## config.mk

```make
export PLATFORM = sky130hd
export DESIGN_NAME = signed_coefficient_byte_encoder
export DESIGN_NICKNAME = d
export VERILOG_FILES = /design/src/design/sce_pkg.sv /design/src/design/sce_front.sv /design/src/design/sce_queue.sv /design/src/design/sce_back.sv /design/src/design/signed_coefficient_byte_encoder.sv
export SDC_FILE = /design/constraint.sdc
export NUM_CORES = 1
export LEC_CHECK = 0
export BUFFER_PORTS_ARGS = -buffer_cell sky130_fd_sc_hd__buf_2
export CAP_MARGIN = 20
export CORE_AREA = 2 2 276 278
export CTS_BUF_LIST = sky130_fd_sc_hd__clkbuf_8
export CTS_CLUSTER_DIAMETER = 200
export DETAILED_ROUTE_END_ITERATION = 10
export DIE_AREA = 0 0 278 280
export GPL_TIMING_DRIVEN = 0
export HOLD_SLACK_MARGIN = 0.02
export PLACE_DENSITY_LB_ADDON = 0.15
export SETUP_SLACK_MARGIN = 0.2
export SLEW_MARGIN = 10
export SYNTH_ARGS = -nofsm -noshare
export SYNTH_HDL_FRONTEND = slang
export SYNTH_SLANG_ARGS = --single-unit
```

## constraint.sdc

```tcl
create_clock -name clk -period 24.1 [get_ports clk]
set_input_delay 3.615 -clock clk [delete_from_list [all_inputs] [get_ports clk]]
set_output_delay 3.615 -clock clk [all_outputs]
set_load 0.005 [all_outputs]
```

## src/design/sce_pkg.sv

```systemverilog
`default_nettype none

package sce_pkg;

  // Widths of the value as it moves through the block.
  localparam int MagBits      = 64;
  localparam int ValBits      = 2 * MagBits;
  localparam int ExtBytes     = ValBits / 8 + 1;
  localparam int ExtBits      = ExtBytes * 8;
  localparam int LenBits      = 5;
  localparam int QueueDepth   = 2;
  localparam int QueuePtrBits = (QueueDepth > 1) ? $clog2(QueueDepth) : 1;
  localparam int QueueCntBits = $clog2(QueueDepth + 1);

  // Sign-extension bytes.
  localparam logic [7:0] PadNeg = 8'hff;
  localparam logic [7:0] PadPos = 8'h00;

  // Input word: sign flag and 128-bit magnitude.
  typedef struct packed {
    logic               negative;
    logic [MagBits-1:0] magnitude_high;
    logic [MagBits-1:0] magnitude_low;
  } item_t;

  // Output word: one encoded byte.
  typedef struct packed {
    logic [7:0]         byte_value;
    logic               last_byte;
    logic [LenBits-1:0] total_length;
  } code_t;

  // Queue entry: encoding aligned so its first byte sits at the top, plus its length.
  typedef struct packed {
    logic [ExtBits-1:0] data;
    logic [LenBits-1:0] len;
  } entry_t;

endpackage

`default_nettype wire

```

## src/design/sce_front.sv

```systemverilog
`default_nettype none

module sce_front (
  input  wire logic           clk,
  input  wire logic           rst,
  input  wire sce_pkg::item_t item,
  input  wire logic           item_valid,
  output logic                item_stall,
  output logic                push,
  output sce_pkg::entry_t     push_entry,
  input  wire logic           full
);

  // Stage 1: for a negative value, low word negated, high word inverted, carry pending.
  logic                        s1_valid;
  logic                        s1_neg;
  logic                        s1_carry;
  logic [sce_pkg::MagBits-1:0] s1_hi;
  logic [sce_pkg::MagBits-1:0] s1_lo;

  // Stage 2: full two's complement value and its pad byte.
  logic                        s2_valid;
  logic [7:0]                  s2_pad;
  logic [sce_pkg::ValBits-1:0] s2_val;

  // Stage 3: sign-extended value and encoding length.
  logic                        s3_valid;
  logic [sce_pkg::ExtBits-1:0] s3_ext;
  logic [sce_pkg::LenBits-1:0] s3_len;

  logic s1_ready;
  logic s2_ready;
  logic s3_ready;

  logic                        in_zero;
  logic                        in_neg;
  logic [sce_pkg::LenBits-1:0] len_next;
  logic [sce_pkg::LenBits-1:0] shamt;

  // Each stage moves when it is empty or the one after it moves.
  assign s3_ready   = !s3_valid || !full;
  assign s2_ready   = !s2_valid || s3_ready;
  assign s1_ready   = !s1_valid || s2_ready;
  assign item_stall = !s1_ready;

  // A zero magnitude is always positive.
  assign in_zero = (item.magnitude_high == '0) && (item.magnitude_low == '0);
  assign in_neg  = item.negative && !in_zero;

  // Find the first byte below the pad that differs from it; add a lead byte
  // when its top bit would misstate the sign.
  always_comb begin
    logic [7:0] b;
    len_next = sce_pkg::LenBits'(1);
    for (int k = sce_pkg::ExtBytes - 1; k >= 1; k--) begin
      b = s2_val[(sce_pkg::ExtBytes - 1 - k) * 8 +: 8];
      if (b != s2_pad) begin
        len_next = sce_pkg::LenBits'(sce_pkg::ExtBytes - k)
                 + sce_pkg::LenBits'(b[7] != s2_pad[7]);
      end
    end
  end

  // Align the encoding so its first byte is at the top of the entry.
  assign shamt            = sce_pkg::LenBits'(sce_pkg::ExtBytes) - s3_len;
  assign push             = s3_valid && !full;
  assign push_entry.data  = s3_ext << {shamt, 3'b000};
  assign push_entry.len   = s3_len;

  // Pipeline registers.
  always_ff @(posedge clk) begin
    if (rst) begin
      s1_valid <= 1'b0;
      s2_valid <= 1'b0;
      s3_valid <= 1'b0;
    end else begin
      if (s1_ready) begin
        s1_valid <= item_valid;
      end
      if (s2_ready) begin
        s2_valid <= s1_valid;
      end
      if (s3_ready) begin
        s3_valid <= s2_valid;
      end
    end
    if (s1_ready && item_valid) begin
      s1_neg   <= in_neg;
      s1_carry <= in_neg && (item.magnitude_low == '0);
      s1_hi    <= in_neg ? ~item.magnitude_high : item.magnitude_high;
      s1_lo    <= in_neg ? (~item.magnitude_low + 1'b1) : item.magnitude_low;
    end
    if (s2_ready && s1_valid) begin
      s2_pad <= s1_neg ? sce_pkg::PadNeg : sce_pkg::PadPos;
      s2_val <= {s1_hi + sce_pkg::MagBits'(s1_carry), s1_lo};
    end
    if (s3_ready && s2_valid) begin
      s3_ext <= {s2_pad, s2_val};
      s3_len <= len_next;
    end
  end

endmodule

`default_nettype wire

```

## src/design/sce_queue.sv

```systemverilog
`default_nettype none

module sce_queue (
  input  wire logic            clk,
  input  wire logic            rst,
  input  wire logic            push,
  input  wire sce_pkg::entry_t push_entry,
  output logic                 full,
  input  wire logic            pop,
  output logic                 pop_valid,
  output sce_pkg::entry_t      pop_entry
);

  sce_pkg::entry_t                  mem [sce_pkg::QueueDepth];
  logic [sce_pkg::QueuePtrBits-1:0] wr_ptr;
  logic [sce_pkg::QueuePtrBits-1:0] rd_ptr;
  logic [sce_pkg::QueueCntBits-1:0] count;

  assign full      = (count == sce_pkg::QueueCntBits'(sce_pkg::QueueDepth));
  assign pop_valid = (count != '0);
  assign pop_entry = mem[rd_ptr];

  // Pointers and fill count.
  always_ff @(posedge clk) begin
    if (rst) begin
      wr_ptr <= '0;
      rd_ptr <= '0;
      count  <= '0;
    end else begin
      if (push) begin
        wr_ptr <= (wr_ptr == sce_pkg::QueuePtrBits'(sce_pkg::QueueDepth - 1))
                ? '0 : wr_ptr + 1'b1;
      end
      if (pop) begin
        rd_ptr <= (rd_ptr == sce_pkg::QueuePtrBits'(sce_pkg::QueueDepth - 1))
                ? '0 : rd_ptr + 1'b1;
      end
      if (push && !pop) begin
        count <= count + 1'b1;
      end else if (pop && !push) begin
        count <= count - 1'b1;
      end
    end
  end

  // Entry storage.
  always_ff @(posedge clk) begin
    if (push) begin
      mem[wr_ptr] <= push_entry;
    end
  end

endmodule

`default_nettype wire

```

## src/design/sce_back.sv

```systemverilog
`default_nettype none

module sce_back (
  input  wire logic            clk,
  input  wire logic            rst,
  input  wire logic            pop_valid,
  input  wire sce_pkg::entry_t pop_entry,
  output logic                 pop,
  output sce_pkg::code_t       code,
  output logic                 code_valid,
  input  wire logic            code_stall
);

  logic [sce_pkg::ExtBits-1:0] data;
  logic [sce_pkg::LenBits-1:0] remain;
  logic [sce_pkg::LenBits-1:0] len;
  logic                        take;
  logic                        at_last;

  assign at_last = (remain == sce_pkg::LenBits'(1));
  assign take    = code_valid && !code_stall;

  // Load the next entry when the output is empty or its last byte leaves.
  assign pop = pop_valid && (!code_valid || (take && at_last));

  assign code.byte_value   = data[sce_pkg::ExtBits-1 -: 8];
  assign code.last_byte    = at_last;
  assign code.total_length = len;

  // Byte shifter and output word.
  always_ff @(posedge clk) begin
    if (rst) begin
      code_valid <= 1'b0;
    end else if (pop) begin
      code_valid <= 1'b1;
    end else if (take && at_last) begin
      code_valid <= 1'b0;
    end
    if (pop) begin
      data   <= pop_entry.data;
      remain <= pop_entry.len;
      len    <= pop_entry.len;
    end else if (take && !at_last) begin
      data   <= {data[sce_pkg::ExtBits-9:0], 8'h00};
      remain <= remain - 1'b1;
    end
  end

endmodule

`default_nettype wire

```

## src/design/signed_coefficient_byte_encoder.sv

```systemverilog
// Encodes a sign flag and a 128-bit magnitude as the shortest big-endian
// two's complement byte string (1 to 17 bytes) and emits it one byte per
// cycle while code_stall is low, most significant byte first, with last_byte
// on the final byte and total_length on every byte. A zero magnitude always
// encodes as one 0x00 byte. A value holds the output until all of its bytes
// have left, so the sustained rate is set by the byte shifter at the output;
// a new value is taken every cycle as long as that shifter keeps up. A value
// passes the front stages, the queue and the output register before it shows,
// and a two-word queue lets the input keep working while the output is stalled.
`default_nettype none

module signed_coefficient_byte_encoder (
  input  wire logic           clk,
  input  wire logic           rst,
  input  wire sce_pkg::item_t item,
  input  wire logic           item_valid,
  output logic                item_stall,
  output sce_pkg::code_t      code,
  output logic                code_valid,
  input  wire logic           code_stall
);

  logic            push;
  logic            full;
  logic            pop;
  logic            pop_valid;
  sce_pkg::entry_t push_entry;
  sce_pkg::entry_t pop_entry;

  // Negation, length and alignment.
  sce_front u_front (
    .clk        (clk),
    .rst        (rst),
    .item       (item),
    .item_valid (item_valid),
    .item_stall (item_stall),
    .push       (push),
    .push_entry (push_entry),
    .full       (full)
  );

  // Queue between the two halves.
  sce_queue u_queue (
    .clk        (clk),
    .rst        (rst),
    .push       (push),
    .push_entry (push_entry),
    .full       (full),
    .pop        (pop),
    .pop_valid  (pop_valid),
    .pop_entry  (pop_entry)
  );

  // Byte output.
  sce_back u_back (
    .clk        (clk),
    .rst        (rst),
    .pop_valid  (pop_valid),
    .pop_entry  (pop_entry),
    .pop        (pop),
    .code       (code),
    .code_valid (code_valid),
    .code_stall (code_stall)
  );

  // A byte that is not the last one is always followed by the next byte.
  assert property (@(posedge clk) disable iff (rst)
    code_valid && !code_stall && !code.last_byte |=> code_valid)
    else $error("encoding cut short");

  // Every byte carries a length in range.
  assert property (@(posedge clk) disable iff (rst)
    code_valid |-> (code.total_length >= 5'd1) && (code.total_length <= 5'd17))
    else $error("length out of range");

  // A single-byte encoding is marked last on its only byte.
  assert property (@(posedge clk) disable iff (rst)
    code_valid && (code.total_length == 5'd1) |-> code.last_byte)
    else $error("single byte not marked last");

  // The queue is never popped empty.
  assert property (@(posedge clk) disable iff (rst)
    pop |-> pop_valid)
    else $error("queue popped while empty");

endmodule

`default_nettype wire

```

==> metrics.txt, run 1 <==
Peak Freq=136 MHz; Die ar.=0.0778 mm^2; Tcrit/Tclk final=30.5%; min cycle time layout=7.34 ns; Synth Instances=2,833; cell mode on critical path=clkbuf_1; FF/Latch Area=0.0248 mm^2; # port buffers=147; vias in the first global route=24,500; Yosys warnings=0; global route overflow=0; clk sinks=830; Die W=278 um; # H-tree levels=4; leakage power=14.6 nW; Routed Antenna Nets=0; unrepaired setup endpoints after global routing=false; Cell Area, Synth=0.0372 mm^2; pre-CTS setup slack=15.87 ns; Post-route DRC=0; CP required=24.62 ns; Max Cap Violations=0; Post-DP HPWL=88,900 um; final hold viol count=0; deepest clock path buffer count=3; reg2reg path depth=14; DRT Pass-1 Iters=6; vias per inst=5.79; largest net degree at the start of global routing=67; Num CTS Buffers=134; worst-path cell chain=buf_2 > o21ai_0 > o21ai_1 > buf_4 > clkbuf_1 > clkbuf_1 > clkbuf_1 > clkbuf_1 > o21ai_4 > buf_12 > buf_12 > buf_16; initial core utilization=49.5%; routed len/inst=26.5 um; Clock Skew=0.0420 ns; post-synth net total=2,973; Worst-Margin Slew=1.09 ns; clock insertion delay at the later pin of the skew report=0.80 ns; multi-input logic area=0.0116 mm^2; class of the worst hold path=reg -> reg; Clk pin slew, worst setup/hold paths=0.06 ns; Async S/R FF share, synth=0%; CP startpoint kind=input port; final setup margin=16.76 ns; VDD IR max=48.4 uV; EDFF count, synth=821; TritonCTS clock tree=built; CTS hold repair buffers=0; Final Max Slew Viols=0; final setup fails=0; area delta synth->final=13.4%; Crit Path Max Fanout=23; slew margin rel.=25.4%; Crit-path slowest cell=clkbuf_1; DRT iter0 DRCs=2,069; post-synthesis sequential area ratio=66.7%; outcome=finished clean; slowest stage delay, CP=0.83 ns; first-pass GRT wire length=162,000 um; GP Congestion=0.960; Fin Setup TNS=0 ns; cell area power density=88.0 mW/mm^2; Critical Path AT=7.86 ns; Resize count post-CTS=0; layout cells sized above 1=13.0%; WHS Path Cells=0; kind of critical path=in -> reg; post-synthesis register bit count=830; hold_ws=0.415 ns; Nets=3,282; Global Route Usage Sum=28.8%; vias after detailed routing=24,400; Worst setup EP type=register; CTS root buf=clkbuf_8; Ports=149; Post-Route WL=112,000 um; Post CTS Setup Buffer Count=0; Mean Syn Cell Area=13.1 um^2; core area=0.0752 mm^2; initial antenna violation count=1; Netlist cell types=64; Top FF cell, synth=edfxtp_1; row cnt=101; # fillers=6,297; DIE HEIGHT=280 um
-- logic make-up after synthesis --
| family | Yosys count | share of synthesized area (%) |
|---|---|---|
| AOI/OAI and AO/OA | 453 | 7.25 |
| xor gates and xnor gates | 203 | 4.78 |
| adders and majority gates | 7 | 0.235 |
| buffers and inverters | 196 | 2.16 |
| DFF | 830 | 66.7 |
| muxes | 315 | 8.66 |
| and+or+nand+nor | 829 | 10.2 |
-- final timing paths --
check / startpoint / end / slack, ns
hold reg to reg: u_front.s1_lo[47]$_DFFE_PP_ / u_front.s2_val[47]$_DFFE_PP_ / 0.41
setup / recovery: code_stall / u_back.data[72]$_DFFE_PP_ / 16.76
hold / removal: u_front.s1_lo[47]$_DFFE_PP_ / u_front.s2_val[47]$_DFFE_PP_ / 0.41
setup reg to reg: u_back.remain[0]$_DFFE_PP_ / u_back.data[72]$_DFFE_PP_ / 18.75
-- power by group --
| group | leakage (nW) | internal [W] | switching (W) |
|---|---|---|---|
| registers | 7.78 | 0.00187 | 0.0000812 |
| logic | 5.47 | 0.000226 | 0.000432 |
| clock network | 1.37 | 0.000559 | 0.000550 |
| total | 14.6 | 0.00265 | 0.00106 |
-- registers in the layout (all words and copies together), names as in the netlist, named ones only --
name / count
u_back.data: 136
u_front.s3_ext: 129
u_front.s1_valid: 1
u_front.s1_hi: 64
u_front.s3_len: 5
u_front.s2_val: 128
u_queue.mem: 282
u_front.s1_neg: 1
u_queue.count: 2
u_back.remain: 5
u_back.code_valid: 1
u_front.s1_lo: 64
u_front.s2_pad: 1
u_front.s1_carry: 1
u_queue.rd_ptr: 1
u_back.len: 5
u_front.s3_valid: 1
u_queue.wr_ptr: 1
u_front.s2_valid: 1
-- metrics by stage --
step / cell area (um^2) / utilization [%] / instances / total power (W)
2_1_floorplan: 37200 / - / 2833 / 0.00239
3_3_place_gp: 39200 / 52.1 / 3958 / 0.00268
3_5_place_dp: 39800 / 52.9 / 3984 / 0.00264
4_1_cts: 42200 / 56.1 / 4215 / 0.00375
5_1_grt: 42200 / 56.2 / 4217 / 0.00389
6_report: 42200 / 56.2 / 4217 / 0.00372
-- cell usage in the layout (no fill, tap or decap), types with 11 or more instances in the layout --
cell type  Yosys  routed
clkbuf_8       0     134
nand3_1       35      35
inv_1         28      68
edfxtp_1     821     821
nor4_1        44      44
o21ai_0      191     189
nand2_1      337     337
nand4_1       42      42
buf_2          6     154
a21oi_1       68      68
a22oi_1       11      11
mux2_2        37      37
mux2i_1      276     276
nor3_1        26      26
a31oi_1       40      40
buf_1         19      19
buf_4         16      17
o22ai_1       56      56
nor2_1       219     218
and3_1        30      29
clkinv_1       0      29
or4_1         25      25
xnor2_1      144     144
clkbuf_1     125     125
and2_1        15      14
xor2_1        59      59
buf_12         0      15
a221oi_1      11      11
-- cell usage after synthesis, types with 3 or more instances --
cell type  instances  share of area [%]
mux2i_1          276                7.4
o22a_1             9               0.21
nand2_1          337                3.4
and4_1             7               0.16
xor2_1            59                1.4
buf_4             16               0.32
buf_2              6              0.081
nand4_1           42               0.71
nor2_1           219                2.2
o41ai_1            7               0.16
nor3_1            26               0.35
and3_1            30               0.50
o21ai_1            6              0.081
o21ai_0          191                2.6
dfxtp_1            9               0.48
o221ai_1          10               0.24
or3b_2             3              0.071
o311ai_0           3              0.071
a211oi_1           9               0.18
ha_1               7               0.24
o31ai_1            9               0.18
nand3b_1           4              0.081
nand2b_1           7               0.12
xnor2_1          144                3.4
and2_1            15               0.25
nor3b_1            3              0.060
buf_1             19               0.19
edfxtp_1         821                 66
mux2_2            37                1.1
a22oi_1           11               0.22
a31oi_1           40               0.67
nand3_1           35               0.47
a221oi_1          11               0.26
nor4_1            44               0.74
o211ai_1           4              0.081
or2_2              7               0.12
o22ai_1           56               0.94
or4_1             25               0.50
clkbuf_1         125                1.3
or3_1              7               0.12
o21a_1             7               0.14
a21oi_1           68               0.91
nor2b_1           11               0.18
inv_1             28               0.28
-- critical path, delay by kind of cell --
family          cells  cell delay [ns]
buf+inv             9             3.73
compound gates      3             0.41
-- routing by layer --
layer | global-route usage, % | vias to the layer above | routed length (um)
met4 | 16.1 | 0 | 6350
met1 | 36.7 | 12000 | 46100
met2 | 47.4 | 865 | 53600
met5 | 0 | - | 0
li1 | - | 11300 | -
met3 | 4.55 | 250 | 5970
-- layout make-up --
cell class	instances	share of cell area (%)
inverters	30	0.267
diodes	2	0.0119
clock buffers	134	4.37
clock inverters	97	1.37
multi-input cells	1807	27.6
flip-flops and latches	830	58.8
well taps	978	2.90
repair buffers	173	3.07
plain buffers	166	1.64
Power figures use the tool's default switching activity.
==> run 2: changes to the inputs <==
==> constraint.sdc (replaced) <==
create_clock -name clk -period 6.8 [get_ports clk]
set_input_delay 1.02 -clock clk [delete_from_list [all_inputs] [get_ports clk]]
set_output_delay 1.02 -clock clk [all_outputs]
set_load 0.005 [all_outputs]
==> metrics.txt, run 2 (synthesis gave the netlist of run 1 again) <==
Tcrit/Tclk final=86.2%; leakage power=14.7 nW; Resize count post-CTS=0; Final Non-Filler Cells=4,223; Worst-Margin Slew=1.04 ns; outcome=finished clean; clk sinks=830; Routed Antenna Nets=0; cell area power density=313 mW/mm^2; # port buffers=147; Most flops, register=u_queue.mem; GP Congestion=0.977; clock insertion delay at the later pin of the skew report=0.81 ns; Peak Freq=171 MHz; hold_ws=0.418 ns; Post-route DRC=0; Max Cap Violations=0; Critical Path AT=6.39 ns; vias per inst=5.79; first-pass GRT wire length=162,000 um; # H-tree levels=4; class of the worst hold path=reg -> reg; DIE HEIGHT=280 um; row cnt=101; min cycle time layout=5.86 ns; CTS root buf=clkbuf_8; pre-CTS setup slack=0.664 ns; most common cell after layout, fill and taps aside=edfxtp_1; initial antenna violation count=1; placed cells=3,983; Crit Path Max Fanout=26; Nets=3,282; core area=0.0752 mm^2; Global Route Usage Sum=28.8%; Die ar.=0.0778 mm^2; Final Max Slew Viols=0; Clk pin slew, worst setup/hold paths=0.06 ns; Die W=278 um; layout cells sized above 1=13.1%; global route overflow=0; # fillers=6,271; initial core utilization=49.5%; TritonCTS clock tree=built; vias in the first global route=24,500; deepest clock path buffer count=3; worst-path cell chain=ha_1 > nor4b_1 > inv_1 > o21ai_0 > o21ai_1 > buf_4 > clkbuf_1 > clkbuf_1 > clkbuf_1 > clkbuf_1 > o21ai_4 > buf_16 > buf_12 > buf_12 > buf_12; routed len/inst=26.6 um; final setup fails=0; max reg flops=282; VDD IR max=144 uV; area delta synth->final=13.5%; CP startpoint kind=register; Post-DP HPWL=88,900 um; DRT iter0 DRCs=2,075; kind of critical path=reg -> reg; Clock Skew=0.0590 ns; CTS hold repair buffers=0; cell mode on critical path=clkbuf_1; FF-to-FF setup slack=0.94 ns; final hold viol count=0; Worst setup EP type=register; Crit-path slowest cell=clkbuf_1; vias after detailed routing=24,500; Ports=149; most frequent cells in the layout=821 x edfxtp_1, 337 x nand2_1, 276 x mux2i_1, 218 x nor2_1, 189 x o21ai_0; CP required=7.32 ns; slew margin rel.=30.2%; Post CTS Setup Buffer Count=0; largest net degree at the start of global routing=68; unrepaired setup endpoints after global routing=false; final setup margin=0.936 ns; Num CTS Buffers=134; Post-Route WL=112,000 um; slowest stage delay, CP=0.77 ns; top flop regs=u_queue.mem (282), u_back.data (136), u_front.s3_ext (129); DRT Pass-1 Iters=6
-- run 2: cell type report --
class / count / area, um^2 / area share, %
Timing Repair Buffer: 173 / 1300 / 3.08
Clock inverter: 102 / 591 / 1.40
Antenna cell: 1 / 2.50 / 0.00592
Buffer: 166 / 691 / 1.63
Multi-Input combinational cell: 1807 / 11600 / 27.5
Sequential cell: 830 / 24800 / 58.7
Clock buffer: 136 / 1870 / 4.43
Tap cell: 978 / 1220 / 2.89
Inverter: 30 / 113 / 0.266
-- run 2: metal layers --
layer  track usage [%]  routed length, um  up-vias
li1                  -                  -    11300
met1              36.9              46600    12100
met2              48.0              54200      879
met3              4.19               5640      238
met4              15.1               5870        0
met5                 0                  0        -
-- run 2: final timing paths --
path | startpoint | end | cells past startpoint
hold reg to reg | u_front.s2_val[2]$_DFFE_PP_ | u_front.s3_ext[2]$_DFFE_PP_ | 0
setup / recovery | u_back.remain[0]$_DFFE_PP_ | u_back.data[73]$_DFFE_PP_ | 15
hold / removal | u_front.s2_val[2]$_DFFE_PP_ | u_front.s3_ext[2]$_DFFE_PP_ | 0
setup reg to reg | u_back.remain[0]$_DFFE_PP_ | u_back.data[73]$_DFFE_PP_ | 15
-- run 2: power by group --
group	leakage [nW]	switching [W]	internal, W	total [W]
sequential	7.78	0.000294	0.00663	0.00692
clock	1.42	0.00193	0.00203	0.00396
combinational	5.47	0.00154	0.000808	0.00234
total	14.7	0.00376	0.00946	0.0132
-- run 2: critical path: cells and delay by family (launching register included) --
kind | cells | cell delay, ns
buffers and inverters | 10 | 4.03
flip-flops | 1 | 0.44
AO/OA/AOI/OAI | 3 | 0.59
AND/OR/NAND/NOR | 1 | 0.20
adder cells (fa/ha/maj) | 1 | 0.23
-- run 2: per-stage QoR --
stage	area (um^2)	total power [W]	utilization, %	setup TNS, ns
2_1_floorplan	37200	0.00834	-	0
3_3_place_gp	39200	0.00928	52.1	-205.45
3_5_place_dp	39800	0.00938	52.9	0
4_1_cts	42300	0.0133	56.2	0
5_1_grt	42300	0.0138	56.2	0
6_report	42300	0.0132	56.2	0
